## config.mk

```make
export PLATFORM = sky130hd
export DESIGN_NAME = midpoint_circle_rasterizer_unit
export DESIGN_NICKNAME = d
export VERILOG_FILES = /design/src/design/cmrz_pkg.sv /design/src/design/cmrz_front.sv /design/src/design/cmrz_fifo.sv /design/src/design/cmrz_back.sv /design/src/design/midpoint_circle_rasterizer_unit.sv
export SDC_FILE = /design/constraint.sdc
export NUM_CORES = 1
export LEC_CHECK = 0
export BUFFER_PORTS_ARGS = -buffer_cell sky130_fd_sc_hd__buf_2
export CORE_ASPECT_RATIO = 1.75
export CORE_MARGIN = 2
export CORE_UTILIZATION = 60
export DETAILED_ROUTE_END_ITERATION = 7
export PLACE_DENSITY = 0.74
export RECOVER_POWER = 100
export SLEW_MARGIN = 20
export SYNTH_ARGS = -nofsm -noshare
export SYNTH_HDL_FRONTEND = slang
export SYNTH_SLANG_ARGS = --single-unit
```

## constraint.sdc

```tcl
create_clock -name clk -period 5.78 [get_ports clk]
set_clock_uncertainty 0.05 [all_clocks]
set_input_delay 0.289 -clock clk [delete_from_list [all_inputs] [get_ports clk]]
set_output_delay 0.289 -clock clk [all_outputs]
set_load 0.01 [all_outputs]
```

## src/design/cmrz_pkg.sv

```systemverilog
// Shared types and constants for the midpoint circle rasterizer.
// No dependencies.
`default_nettype none
package cmrz_pkg;

  localparam int COORD_BITS     = 12;
  localparam int DEC_BITS       = COORD_BITS + 2;
  localparam int OUT_BITS       = COORD_BITS + 2;
  localparam int CENTER_BITS    = 12;
  localparam int RADIUS_BITS    = 11;
  localparam int CFG_DATA_BITS  = 12;
  localparam int CFG_INDEX_BITS = 2;
  localparam int QUEUE_DEPTH    = 2;
  localparam int QPTR_BITS      = $clog2(QUEUE_DEPTH);
  localparam int PIX_PER_STEP   = 8;
  localparam int PIX_IDX_BITS   = $clog2(PIX_PER_STEP);

  localparam logic [CFG_INDEX_BITS-1:0] REG_CENTER_X = CFG_INDEX_BITS'(0);
  localparam logic [CFG_INDEX_BITS-1:0] REG_CENTER_Y = CFG_INDEX_BITS'(1);
  localparam logic [CFG_INDEX_BITS-1:0] REG_RADIUS   = CFG_INDEX_BITS'(2);

  localparam logic [PIX_IDX_BITS-1:0] PIX_IDX_LAST = PIX_IDX_BITS'(PIX_PER_STEP - 1);

  typedef struct packed {
    logic                  done;
    logic [COORD_BITS-1:0] col;
    logic [COORD_BITS-1:0] row;
  } step_t;

  typedef struct packed {
    logic [CENTER_BITS-1:0] cx;
    logic [CENTER_BITS-1:0] cy;
  } center_t;

endpackage
`default_nettype wire

```

## src/design/cmrz_front.sv

```systemverilog
// Front end: configuration registers and the midpoint step state.
// Classifies each accepted item into a step entry. Depends on cmrz_pkg.
`default_nettype none
module cmrz_front import cmrz_pkg::*; (
  input  logic                      clk,
  input  logic                      rst,
  input  logic                      accept,
  input  logic                      restart,
  input  logic                      cfg_we,
  input  logic [CFG_INDEX_BITS-1:0] cfg_index,
  input  logic [CFG_DATA_BITS-1:0]  cfg_data,
  output step_t                     entry,
  output center_t                   center
);

  logic [RADIUS_BITS-1:0] radius;
  logic [COORD_BITS-1:0]  col, col_next, col_inc;
  logic [COORD_BITS-1:0]  row, row_next, row_dec;
  logic [DEC_BITS-1:0]    decision, decision_next, diff;
  logic                   done;

  always_ff @(posedge clk) begin
    if (rst) begin
      center <= '0;
      radius <= '0;
    end else if (cfg_we) begin
      unique case (cfg_index)
        REG_CENTER_X: center.cx <= cfg_data[CENTER_BITS-1:0];
        REG_CENTER_Y: center.cy <= cfg_data[CENTER_BITS-1:0];
        REG_RADIUS:   radius    <= cfg_data[RADIUS_BITS-1:0];
        default: ;
      endcase
    end
  end

  always_comb begin
    col_inc       = col + 1'b1;
    row_dec       = row - 1'b1;
    diff          = DEC_BITS'(col_inc) - DEC_BITS'(row_dec);
    col_next      = col;
    row_next      = row;
    decision_next = decision;
    done          = 1'b0;
    priority if (restart) begin
      col_next      = '0;
      row_next      = COORD_BITS'(radius);
      decision_next = DEC_BITS'(1) - DEC_BITS'(radius);
    end else if (col >= row) begin
      done = 1'b1;
    end else begin
      col_next = col_inc;
      if (decision[DEC_BITS-1]) begin
        decision_next = decision + DEC_BITS'({col_inc, 1'b1});
      end else begin
        row_next      = row_dec;
        decision_next = decision + {diff[DEC_BITS-2:0], 1'b1};
      end
    end
  end

  assign entry.done = done;
  assign entry.col  = col_next;
  assign entry.row  = row_next;

  always_ff @(posedge clk) begin
    if (rst) begin
      col      <= '0;
      row      <= '0;
      decision <= '0;
    end else if (accept) begin
      col      <= col_next;
      row      <= row_next;
      decision <= decision_next;
    end
  end

endmodule
`default_nettype wire

```

## src/design/cmrz_fifo.sv

```systemverilog
// Short register queue of step entries between front and back end.
// Depends on cmrz_pkg.
`default_nettype none
module cmrz_fifo import cmrz_pkg::*; (
  input  logic  clk,
  input  logic  rst,
  input  logic  wr_en,
  input  step_t wr_data,
  input  logic  rd_en,
  output step_t rd_data,
  output logic  full,
  output logic  empty
);

  step_t                mem [QUEUE_DEPTH];
  logic [QPTR_BITS-1:0] wr_ptr, rd_ptr;
  logic [QPTR_BITS:0]   count;

  assign full    = (count == (QPTR_BITS+1)'(QUEUE_DEPTH));
  assign empty   = (count == '0);
  assign rd_data = mem[rd_ptr];

  always_ff @(posedge clk) begin
    if (wr_en) begin
      mem[wr_ptr] <= wr_data;
    end
  end

  always_ff @(posedge clk) begin
    if (rst) begin
      wr_ptr <= '0;
      rd_ptr <= '0;
      count  <= '0;
    end else begin
      if (wr_en) begin
        wr_ptr <= wr_ptr + 1'b1;
      end
      if (rd_en) begin
        rd_ptr <= rd_ptr + 1'b1;
      end
      unique case ({wr_en, rd_en})
        2'b10:   count <= count + 1'b1;
        2'b01:   count <= count - 1'b1;
        default: ;
      endcase
    end
  end

endmodule
`default_nettype wire

```

## src/design/cmrz_back.sv

```systemverilog
// Back end: expands each step entry into eight symmetric pixels or one
// done result, through an output register. Depends on cmrz_pkg.
`default_nettype none
module cmrz_back import cmrz_pkg::*; (
  input  logic                       clk,
  input  logic                       rst,
  input  logic                       q_empty,
  input  step_t                      q_head,
  output logic                       q_pop,
  input  center_t                    center,
  input  logic                       pop,
  output logic                       empty,
  output logic signed [OUT_BITS-1:0] pixel_x,
  output logic signed [OUT_BITS-1:0] pixel_y,
  output logic                       circle_done,
  output logic                       last
);

  logic                    out_valid;
  logic                    load;
  logic [PIX_IDX_BITS-1:0] idx;
  logic [COORD_BITS-1:0]   a, b;
  logic [OUT_BITS-1:0]     cx_ext, cy_ext, px, py;
  logic                    idx_last;

  assign empty    = !out_valid;
  assign load     = !q_empty && (!out_valid || pop);
  assign idx_last = (idx == PIX_IDX_LAST);
  assign q_pop    = load && (q_head.done || idx_last);

  always_comb begin
    a      = idx[2] ? q_head.row : q_head.col;
    b      = idx[2] ? q_head.col : q_head.row;
    cx_ext = OUT_BITS'(center.cx);
    cy_ext = OUT_BITS'(center.cy);
    px     = idx[0] ? cx_ext - OUT_BITS'(a) : cx_ext + OUT_BITS'(a);
    py     = idx[1] ? cy_ext - OUT_BITS'(b) : cy_ext + OUT_BITS'(b);
  end

  always_ff @(posedge clk) begin
    if (rst) begin
      out_valid <= 1'b0;
      idx       <= '0;
    end else begin
      if (load) begin
        out_valid <= 1'b1;
      end else if (pop) begin
        out_valid <= 1'b0;
      end
      if (q_pop) begin
        idx <= '0;
      end else if (load) begin
        idx <= idx + 1'b1;
      end
    end
  end

  always_ff @(posedge clk) begin
    if (load) begin
      if (q_head.done) begin
        pixel_x     <= '0;
        pixel_y     <= '0;
        circle_done <= 1'b1;
        last        <= 1'b1;
      end else begin
        pixel_x     <= px;
        pixel_y     <= py;
        circle_done <= 1'b0;
        last        <= idx_last;
      end
    end
  end

endmodule
`default_nettype wire

```

## src/design/midpoint_circle_rasterizer_unit.sv

```systemverilog
// Top level of the midpoint circle rasterizer.
// Depends on cmrz_pkg, cmrz_front, cmrz_fifo and cmrz_back.
//
// Usage:
//   Write center_x (index 0), center_y (index 1) and radius (index 2) on the
//   cfg port while the block is idle. Push an item with restart high to
//   start a circle, then items with restart low to walk one octant step
//   each. Each restart or step yields eight pixel results, the last one
//   flagged by last; a step past the end of the octant yields a single
//   result with circle_done and last set.
//   Input transfer: push high while full is low. Result transfer: pop high
//   while empty is low; the oldest result is on the ports while empty is low.
//   The first result of an item passes through the step queue and then the
//   output register before it is on the ports.
//   Throughput: one result per cycle from the output register while pop is
//   held and the queue holds entries; the front end takes an item every
//   cycle until the two-entry step queue fills.
//   Reset clears the configuration, the step state, the queue and the
//   output valid flag. When the receiver stalls the result holds, the queue
//   fills and full rises.
`default_nettype none
module midpoint_circle_rasterizer_unit import cmrz_pkg::*; (
  input  logic                       clk,
  input  logic                       rst,
  input  logic                       push,
  output logic                       full,
  input  logic                       restart,
  output logic                       empty,
  input  logic                       pop,
  output logic signed [OUT_BITS-1:0] pixel_x,
  output logic signed [OUT_BITS-1:0] pixel_y,
  output logic                       circle_done,
  output logic                       last,
  input  logic                       cfg_we,
  input  logic [CFG_INDEX_BITS-1:0]  cfg_index,
  input  logic [CFG_DATA_BITS-1:0]   cfg_data
);

  logic    accept;
  step_t   entry;
  step_t   q_head;
  center_t center;
  logic    q_empty;
  logic    q_pop;

  assign accept = push && !full;

  cmrz_front u_front (
    .clk       (clk),
    .rst       (rst),
    .accept    (accept),
    .restart   (restart),
    .cfg_we    (cfg_we),
    .cfg_index (cfg_index),
    .cfg_data  (cfg_data),
    .entry     (entry),
    .center    (center)
  );

  cmrz_fifo u_fifo (
    .clk     (clk),
    .rst     (rst),
    .wr_en   (accept),
    .wr_data (entry),
    .rd_en   (q_pop),
    .rd_data (q_head),
    .full    (full),
    .empty   (q_empty)
  );

  cmrz_back u_back (
    .clk         (clk),
    .rst         (rst),
    .q_empty     (q_empty),
    .q_head      (q_head),
    .q_pop       (q_pop),
    .center      (center),
    .pop         (pop),
    .empty       (empty),
    .pixel_x     (pixel_x),
    .pixel_y     (pixel_y),
    .circle_done (circle_done),
    .last        (last)
  );

endmodule
`default_nettype wire

```

# Yosys cells after proc, flatten, opt, wreduce, memory -nomap -nowiden
# Memory sizes are Yosys's and may differ from the RTL's. A register that Yosys moved wholly into a read port is not among the register bits.
# Index checks and enable logic that the tools add are counted.
# classes
eq_ne	7
bitwise_logic	0
n_reduce_logical	17
div_mod_pow	0
n_addsub	15
order_cmp	1
mul	0
mux	22
shift	0
# ops
op	n
2-to-1 mux 12 bit	7
2-to-1 mux 14 bit	5
subtractor 12 x 12 -> 13 bit	3
adder 12 x 12 -> 13 bit	2
adder 14 x 13 -> 14 bit	1
adder 14 bit	1
adder 12 x 1 -> 12 bit (second input constant)	1
>= comparator 12 bit	1
subtractor 1 x 11 -> 12 bit (first input constant)	1
subtractor 12 x 1 -> 12 bit (second input constant)	1
2-to-1 mux 1 bit	9
AND reduction 2 bit	4
equality test 2 bit (second input constant)	3
equality test 2 x 1 -> 1 bit (second input constant)	2
zero test 2 bit	2
case mux 2 bit (2 select lines)	1
nonzero test 2 bit	2
adder 3 x 1 -> 3 bit (second input constant)	1
equality test 3 bit (second input constant)	1
logical AND 1 bit	3
zero test 1 bit	3
adder 1 bit (second input constant)	2
adder 2 x 1 -> 2 bit (second input constant)	1
logical OR 1 bit	2
other kinds (3)	3
# totals
rom_bits	0
ramBits	50
latchBits	0
elab_cells	78
input_bits	20
n_memories	1
ff_bits	111
# mem_list
memory	depth	word_bits	read_ports	rd_ports_with_merged_regs	wr	line	rtl
u_fifo.mem	2	25	1	1	1	cmrz_fifo.sv:15	step_t mem [QUEUE_DEPTH];

# Depth between registers and ports, before layout
# Gate-level depths: netlist of the first run.
# logic_depth
ltp_word	6
ltp_mapped	19

# Cells and area by module
# Synthesis of the first run repeated with hierarchy kept, for this count alone.
# hier_totals
cells_unflattened	1250
hier_area_um2	11283.3
# by_module_without_submodules
module	cells_each	area_per_inst_um2	instances
cmrz_front	718	5456.5	1
cmrz_back	431	3809.9	1
cmrz_fifo	100	2003.2	1
midpoint_circle_rasterizer_unit	1	13.8	1

# Worst setup path after synthesis of the first run
# OpenSTA, ideal clock, no wires.
# synth_timing
kind	register to register
from	reg u_front.row[0]
to	reg u_front.decision[12]
path_slack_ns	1.003
t_arrival_ns	4.636
required_time_ns	5.639
path_stages_with_launch	18
cell_sequence	dfxtp_1 > inv_1 > ha_1 > or3b_4 > or3_4 > or3_4 > xnor2_1 > ha_1 > nor3b_1 > a211o_1 > a311o_1 > ha_1 > or2_2 > a31o_2 > a2111oi_0 > o21a_1 > o21ai_0 > a311oi_1
# synth_via
elab_chain_cells	6
# synth_rtl
item	line	rtl
start: declaration	cmrz_front.sv:18	logic [COORD_BITS-1:0] row, row_next, row_dec;
start signal: assignment	cmrz_front.sv:72	row <= row_next;
subtractor 12 x 1 -> 12 bit	cmrz_front.sv:38	row_dec = row - 1'b1;
subtractor 12 x 12 -> 13 bit	cmrz_front.sv:39	diff = DEC_BITS'(col_inc) - DEC_BITS'(row_dec);
adder 14 bit	cmrz_front.sv:56	decision_next = decision + {diff[DEC_BITS-2:0], 1'b1};
2-to-1 mux 14 bit	cmrz_front.sv:52	if (decision[DEC_BITS-1]) begin
2-to-1 mux 14 bit	cmrz_front.sv:48	end else if (col >= row) begin
2-to-1 mux 14 bit	cmrz_front.sv:44	priority if (restart) begin
end signal: assignment	cmrz_front.sv:73	decision <= decision_next;
end: declaration	cmrz_front.sv:19	logic [DEC_BITS-1:0] decision, decision_next, diff;
# Several ways; a longest one is shown, not always the timed one. The select of a mux whose other input is x is not followed.
# A chain may end at the register's enable or synchronous reset.

# Worst setup path after layout of the first run
# Ends and elaborated chain as after synthesis.

==> impl_metrics.env, run 1 <==
export IMPL_clk_pin_slew_ns=0.07
export IMPL_grt_pass1_wl_um=44500
export IMPL_critPathRequiredTime_ns=6.03
export IMPL_crit_fanout=6
export IMPL_fillers=1594
export IMPL_min_path_type="in2reg"
export IMPL_viasPerCell=6.05
export IMPL_seqCellArea_um2=4040
export IMPL_drt_iter0_drc=435
export IMPL_grt_use_total_pct=29.3
export IMPL_r2r_start="u_front.row[0]"
export IMPL_cts_sinks=162
export IMPL_numCtsBuffers=17
export IMPL_grt_max_degree=84
export IMPL_total_power_mw=7.25
export IMPL_first_pass_iters=5
export IMPL_irDropWorstVdd_uv=713
export IMPL_final_common_cell="nor2_1"
export IMPL_stdcell_count=1527
export IMPL_cts_root_buf="clkbuf_16"
export IMPL_tns_ns=0
export IMPL_synthesis_nets=1366
export IMPL_drc_errors=0
export IMPL_initial_core_util_pct=61.4
export IMPL_num_vias=9238
export IMPL_layout_common_cells="nor2_1, nand2_1, ha_1"
export IMPL_gp_congestion=0.922
export IMPL_hold_violations=0
export IMPL_yosysWarnings=0
export IMPL_htreeDepth=4
export IMPL_fin_util_pct=66.7
export IMPL_io_buffers=51
export IMPL_fmax_mhz=189
export IMPL_syn_mean_instance_area_um2=8.88
export IMPL_critPathKind="reg2reg"
export IMPL_post_cts_buffers=0
export IMPL_cap_viol_max_count=5
export IMPL_synthFlopType="dfxtp_1"
export IMPL_cts_resized=0
export IMPL_syn_inst=1249
export IMPL_synthArstFlopShare_pct=0
export IMPL_die_h_um=184
export IMPL_setup_viol=0
export IMPL_synth_seq_cells=162
export IMPL_syn_to_final_growth_pct=8.55
export IMPL_powerDensity_nw_per_um2=602
export IMPL_multi_input_area_um2=6500
export IMPL_hpwl_um=21100
export IMPL_cts_buffer_depth=2
export IMPL_rsz0062_at_grt="false"
export IMPL_dieArea_um2=19600
export IMPL_overflow=0
export IMPL_wire_per_inst_um=18.2
export IMPL_violations="capacitance limit, slew limit"
export IMPL_cts_tree="yes"
export IMPL_final_nets=1397
export IMPL_timing_critical_path_to="u_front.decision[12]"
export IMPL_die_w_um=107
export IMPL_wl_um=27800
export IMPL_slew_viol_final=144
export IMPL_timing_rr_end="u_front.decision[12]"
export IMPL_synth_edf_count=80
export IMPL_status="complete, but fails checks"
export IMPL_seq_area_frac_synth_pct=36.4
export IMPL_crit_path_end_kind="flop"
export IMPL_crit_start="u_front.row[0]"
export IMPL_num_antenna_cells=0
export IMPL_slew_limit_headroom_pct=-174
export IMPL_layout_drive_gt1_share_pct=7.58
export IMPL_ant_nets=0
export IMPL_ys_types=68
export IMPL_io_pins=52
export IMPL_grt_pass1_vias=8941
export IMPL_final_min_clock_period_ns=5.28
export IMPL_r2r_cells=17
export IMPL_startpoint_type="flop"
export IMPL_critPathArrivalTime_ns=5.54
export IMPL_holdBufCountCts=0
export IMPL_antenna_found_initial=0
export IMPL_finalCritPeriodShare_pct=91.4
export IMPL_clk_latency_ns=0.44
export IMPL_placement_rows=65
export IMPL_dp_cells=1495
export IMPL_netlist_area_um2=11100
export IMPL_core_area_um2=18100
export IMPL_p_leak_nw=4.96
export IMPL_regToRegSetupSlack_ns=0.50
export IMPL_tightestPinTransition_ns=4.10
## critical path, stage by stage, from the launching register on
cell and delay, ns:
dfxtp_1 0.36, inv_1 0.13, ha_1 0.23, or3b_1 0.44
or3_1 0.42, or3_4 0.38, xnor2_1 0.14, ha_1 0.38
nor4b_1 0.08, a211o_1 0.24, a311o_1 0.32, ha_1 0.35
or2_2 0.32, a31o_2 0.26, a2111oi_0 0.49, o21a_1 0.20
o21ai_0 0.08, a311oi_1 0.26
## kinds of logic (layout without fill, tap and decap cells)
logic type | Yosys count | in the layout | share of synthesized area (%)
AND/OR/NAND/NOR | 408 | 408 | 17.6
adder cells (fa/ha/maj) | 97 | 97 | 11.3
AO/OA/AOI/OAI | 298 | 298 | 16.8
buffers and inverters | 134 | 178 | 4.70
multiplexers | 73 | 73 | 6.96
XOR/XNOR | 77 | 77 | 6.08
flip-flops | 162 | 162 | 36.4
## layout make-up
type	instances	area share [%]
timing repair buffer	66	2.50
clock inverter	13	1.30
sequential	162	33.6
tap	234	2.43
inverter	80	2.49
multi-input combinational	953	54.0
clock buffer	19	3.68
## worst min-delay path by stage
stage                              startpoint             endpoint  slack [ns]  cells after the start
after global placement    u_front.decision[2]  u_front.decision[2]        0.40                      2
after floorplan                   cfg_data[0]   u_front.center[12]        0.38                      2
after detailed placement  u_front.decision[8]  u_front.decision[8]        0.41                      2
final                             cfg_data[0]    u_front.radius[0]        0.09                      3
after CTS                         cfg_data[0]   u_front.center[12]        0.08                      3
after global routing              cfg_data[4]    u_front.radius[4]        0.09                      3
## cells in the mapped netlist (5+ instances only)
cell type	count	area, um^2
nand2b_1	20	125
clkbuf_1	40	150
and3_1	13	81.3
nand2_1	95	357
o31ai_1	12	90.1
nor3_1	25	125
nor4_1	8	50.1
nand3_1	18	90.1
o21a_1	12	90.1
xor2_1	27	236
a22oi_1	8	60.1
o21ai_0	78	390
o211ai_1	7	52.6
nor2b_1	17	106
nand4_1	7	43.8
ha_1	91	1140
o22ai_1	5	31.3
a211oi_1	16	120
mux2_2	13	146
or2_2	19	119
nor3b_1	7	52.6
or3_1	16	100
edfxtp_1	80	2400
inv_1	76	285
fa_1	6	120
buf_1	9	33.8
o21bai_1	5	37.5
a311oi_1	9	78.8
mux2i_1	58	581
dfxtp_1	82	1640
nor2_1	143	537
a21oi_1	84	420
a31oi_1	19	119
a21o_1	7	52.6
xnor2_1	50	438
## stage by stage
stage	instance area, um^2	hold WS [ns]	worst slack (ns)
floorplan	11100	0.378	1.00
global placement	11500	0.396	0.771
detailed placement	11500	0.409	0.666
CTS	12100	0.0761	0.638
global route	12000	0.0933	0.182
finish	12000	0.0913	0.495
## layer usage
metal | part of all wire, % | wire length, um | track usage (%)
met1 | 35 | 9610 | 27.4
met2 | 55 | 15200 | 56.6
met3 | 3.7 | 1040 | 4.47
met4 | 7.0 | 1940 | 20.1
met5 | 0 | 0 | 0
## registers in the layout, indices dropped and copies added, names as in the netlist, 11 cells and up, named ones only
| register | count |
|---|---|
| u_fifo.mem | 50 |
| u_front.center | 24 |
| u_back.pixel_x | 14 |
| u_back.pixel_y | 14 |
| u_front.decision | 14 |
| u_front.col | 12 |
| u_front.row | 12 |
| u_front.radius | 11 |
## power breakdown
| group | internal [mW] | total, mW | switching, mW | leakage (nW) |
|---|---|---|---|---|
| registers | 1.66 | 1.83 | 0.168 | 1.44 |
| clock network | 0.690 | 1.17 | 0.476 | 0.287 |
| logic | 1.67 | 4.25 | 2.58 | 3.23 |
Note: power is estimated with default switching activity, not from simulation.
==> run 2: changes to the inputs <==
--- a/config.mk
+++ b/config.mk
@@ -7,7 +7,7 @@
 export LEC_CHECK = 0
 export BUFFER_PORTS_ARGS = -buffer_cell sky130_fd_sc_hd__buf_2
 export CORE_ASPECT_RATIO = 1.75
-export CORE_MARGIN = 2
+export CORE_MARGIN = 4
 export CORE_UTILIZATION = 60
 export DETAILED_ROUTE_END_ITERATION = 7
 export PLACE_DENSITY = 0.74
==> run 2 against run 1 <==
- the flow still finishes with violations (capacitance limit, slew limit)
- sequential power is essentially flat
- via count fell by 0.81%
- first-iteration DRC count fell by 8.3%
- cell area decreased by 0.21%
- non-clock buffer count did not move
- sequential cell count unchanged
- utilization down 0.44 points
- clock power is 7% lower
- worst setup slack improved by 0.0066 ns
- critical path depth unchanged
- largest cell class unchanged
==> impl_metrics.env, run 2 (synthesis gave the netlist of run 1 again) <==
export IMPL_grt_pass1_wl_um=44700
export IMPL_wire_per_inst_um=18.2
export IMPL_r2r_cells=17
export IMPL_ant_nets=0
export IMPL_path_cells="inv_1 -> ha_1 -> or3b_1 -> or3_4 -> or3_4 -> xnor2_1 -> ha_1 -> nor3b_1 -> a211o_1 -> a311o_1 -> ha_1 -> or2_2 -> a31o_2 -> a2111oi_0 -> nor3_1 -> o21ai_0 -> a311oi_1"
export IMPL_die_w_um=111
export IMPL_rsz0062_at_grt="false"
export IMPL_regToRegSetupSlack_ns=0.50
export IMPL_place_ws_ns=0.641
export IMPL_total_power_mw=7.18
export IMPL_numCtsBuffers=17
export IMPL_setup_viol=0
export IMPL_min_path_type="in2reg"
export IMPL_critPathRequiredTime_ns=5.85
export IMPL_io_pins=52
export IMPL_startpoint_type="flop"
export IMPL_final_nets=1397
export IMPL_tightestPinTransition_ns=4.11
export IMPL_holdBufCountCts=0
export IMPL_cts_sinks=162
export IMPL_cts_tree="yes"
export IMPL_io_buffers=51
export IMPL_hpwl_um=21300
export IMPL_cts_root_buf="clkbuf_16"
export IMPL_first_pass_iters=7
export IMPL_hold_depth=3
export IMPL_cts_resized=0
export IMPL_grt_use_total_pct=26.8
export IMPL_finalCritPeriodShare_pct=91.3
export IMPL_hold_slack_ns=0.0866
export IMPL_htreeDepth=4
export IMPL_critPathArrivalTime_ns=5.35
export IMPL_syn_to_final_growth_pct=8.32
export IMPL_overflow=0
export IMPL_tns_ns=0
export IMPL_clk_pin_slew_ns=0.07
export IMPL_num_antenna_cells=0
export IMPL_final_min_clock_period_ns=5.28
export IMPL_r2r_start="u_front.row[0]"
export IMPL_layout_setup_ws_ns=0.502
export IMPL_grt_pass1_vias=9193
export IMPL_core_area_um2=18100
export IMPL_reg_top3="u_fifo.mem (50), u_front.center (24)"
export IMPL_timing_rr_end="u_front.decision[12]"
export IMPL_grt_max_degree=84
export IMPL_violations="capacitance limit, slew limit"
export IMPL_layout_common_cells="nor2_1, nand2_1, ha_1"
export IMPL_die_h_um=188
export IMPL_gp_congestion=0.915
export IMPL_dieArea_um2=20800
export IMPL_drt_iter0_drc=399
export IMPL_antenna_found_initial=0
export IMPL_crit_path_end_kind="flop"
export IMPL_placement_rows=65
export IMPL_hold_violations=0
export IMPL_critPathKind="reg2reg"
export IMPL_powerDensity_nw_per_um2=597
export IMPL_num_vias=9163
export IMPL_layout_drive_gt1_share_pct=7.81
export IMPL_fin_util_pct=66.3
export IMPL_slew_viol_final=117
export IMPL_regMostFlops="u_fifo.mem"
export IMPL_slowest_stage="a2111oi_0"
export IMPL_slew_limit_headroom_pct=-174
export IMPL_cp_common_cell="ha_1"
export IMPL_viasPerCell=6.00
export IMPL_drc_errors=0
export IMPL_final_common_cell="nor2_1"
export IMPL_worstHoldStart="cfg_data[3]"
export IMPL_max_stage_delay_ns=0.54
export IMPL_wl_um=27700
export IMPL_p_leak_nw=4.95
export IMPL_status="complete, but fails checks"
export IMPL_clk_latency_ns=0.43
export IMPL_post_cts_buffers=0
export IMPL_cts_buffer_depth=2
export IMPL_largest_register_ffs=50
export IMPL_cap_viol_max_count=3
export IMPL_irDropWorstVdd_uv=869
export IMPL_fmax_mhz=189
export IMPL_holdPathEnd="u_front.radius[3]"
export IMPL_crit_fanout=7
export IMPL_initial_core_util_pct=61.2
[run 2: cell count changes in the layout (fill, tap and decap cells not counted), sizes merged]
cell    previous run  this run
bufinv             3         1
clkbuf            58        57
clkinv            10        12
inv               78        79
[run 2: report_power, final]
group          internal [mW]  leakage, nW  switching (mW)
combinational           1.68         3.24            2.56
sequential              1.66         1.44           0.186
clock                  0.609        0.274           0.485
[run 2: cell type report]
| cell class | count | area (um^2) |
|---|---|---|
| fillers | 1576 | 6120 |
| well taps | 234 | 293 |
| flip-flops and latches | 162 | 4040 |
| clock inverters | 14 | 130 |
| inverters | 80 | 300 |
| clock buffers | 18 | 439 |
| repair buffers | 66 | 302 |
| multi-input cells | 953 | 6510 |
[run 2: how the worst max path moves through the flow]
stage                         startpoint              endpoint  slack (ns)
after floorplan           u_front.row[0]  u_front.decision[12]        1.00
after global placement    u_front.row[0]  u_front.decision[12]        0.77
after detailed placement  u_front.row[0]  u_front.decision[12]        0.64
after CTS                 u_front.row[0]  u_front.decision[12]        0.62
after global routing      u_front.row[0]  u_front.decision[12]        0.28
final                     u_front.row[0]  u_front.decision[12]        0.50
[run 2: worst max-delay path, delay by kind of cell, from the launching register on]
kind | cells | cell delay, ns
flip-flops | 1 | 0.37
XOR/XNOR | 1 | 0.14
buffers and inverters | 1 | 0.12
adder cells (fa/ha/maj) | 3 | 0.84
AO/OA/AOI/OAI | 6 | 1.69
AND/OR/NAND/NOR | 6 | 1.76
[run 2: per-stage QoR]
step                instance area, um^2  cells
global route                      12000   1527
global placement                  11500   1495
CTS                               12100   1527
detailed placement                11500   1495
finish                            12000   1527
floorplan                         11100   1249
[run 2: layer usage]
metal | global-route usage [%] | part of all wire [%]
met4 | 19.4 | 7.3
met3 | 3.65 | 3.4
met2 | 51.7 | 54
met1 | 25.2 | 35
met5 | 0 | 0
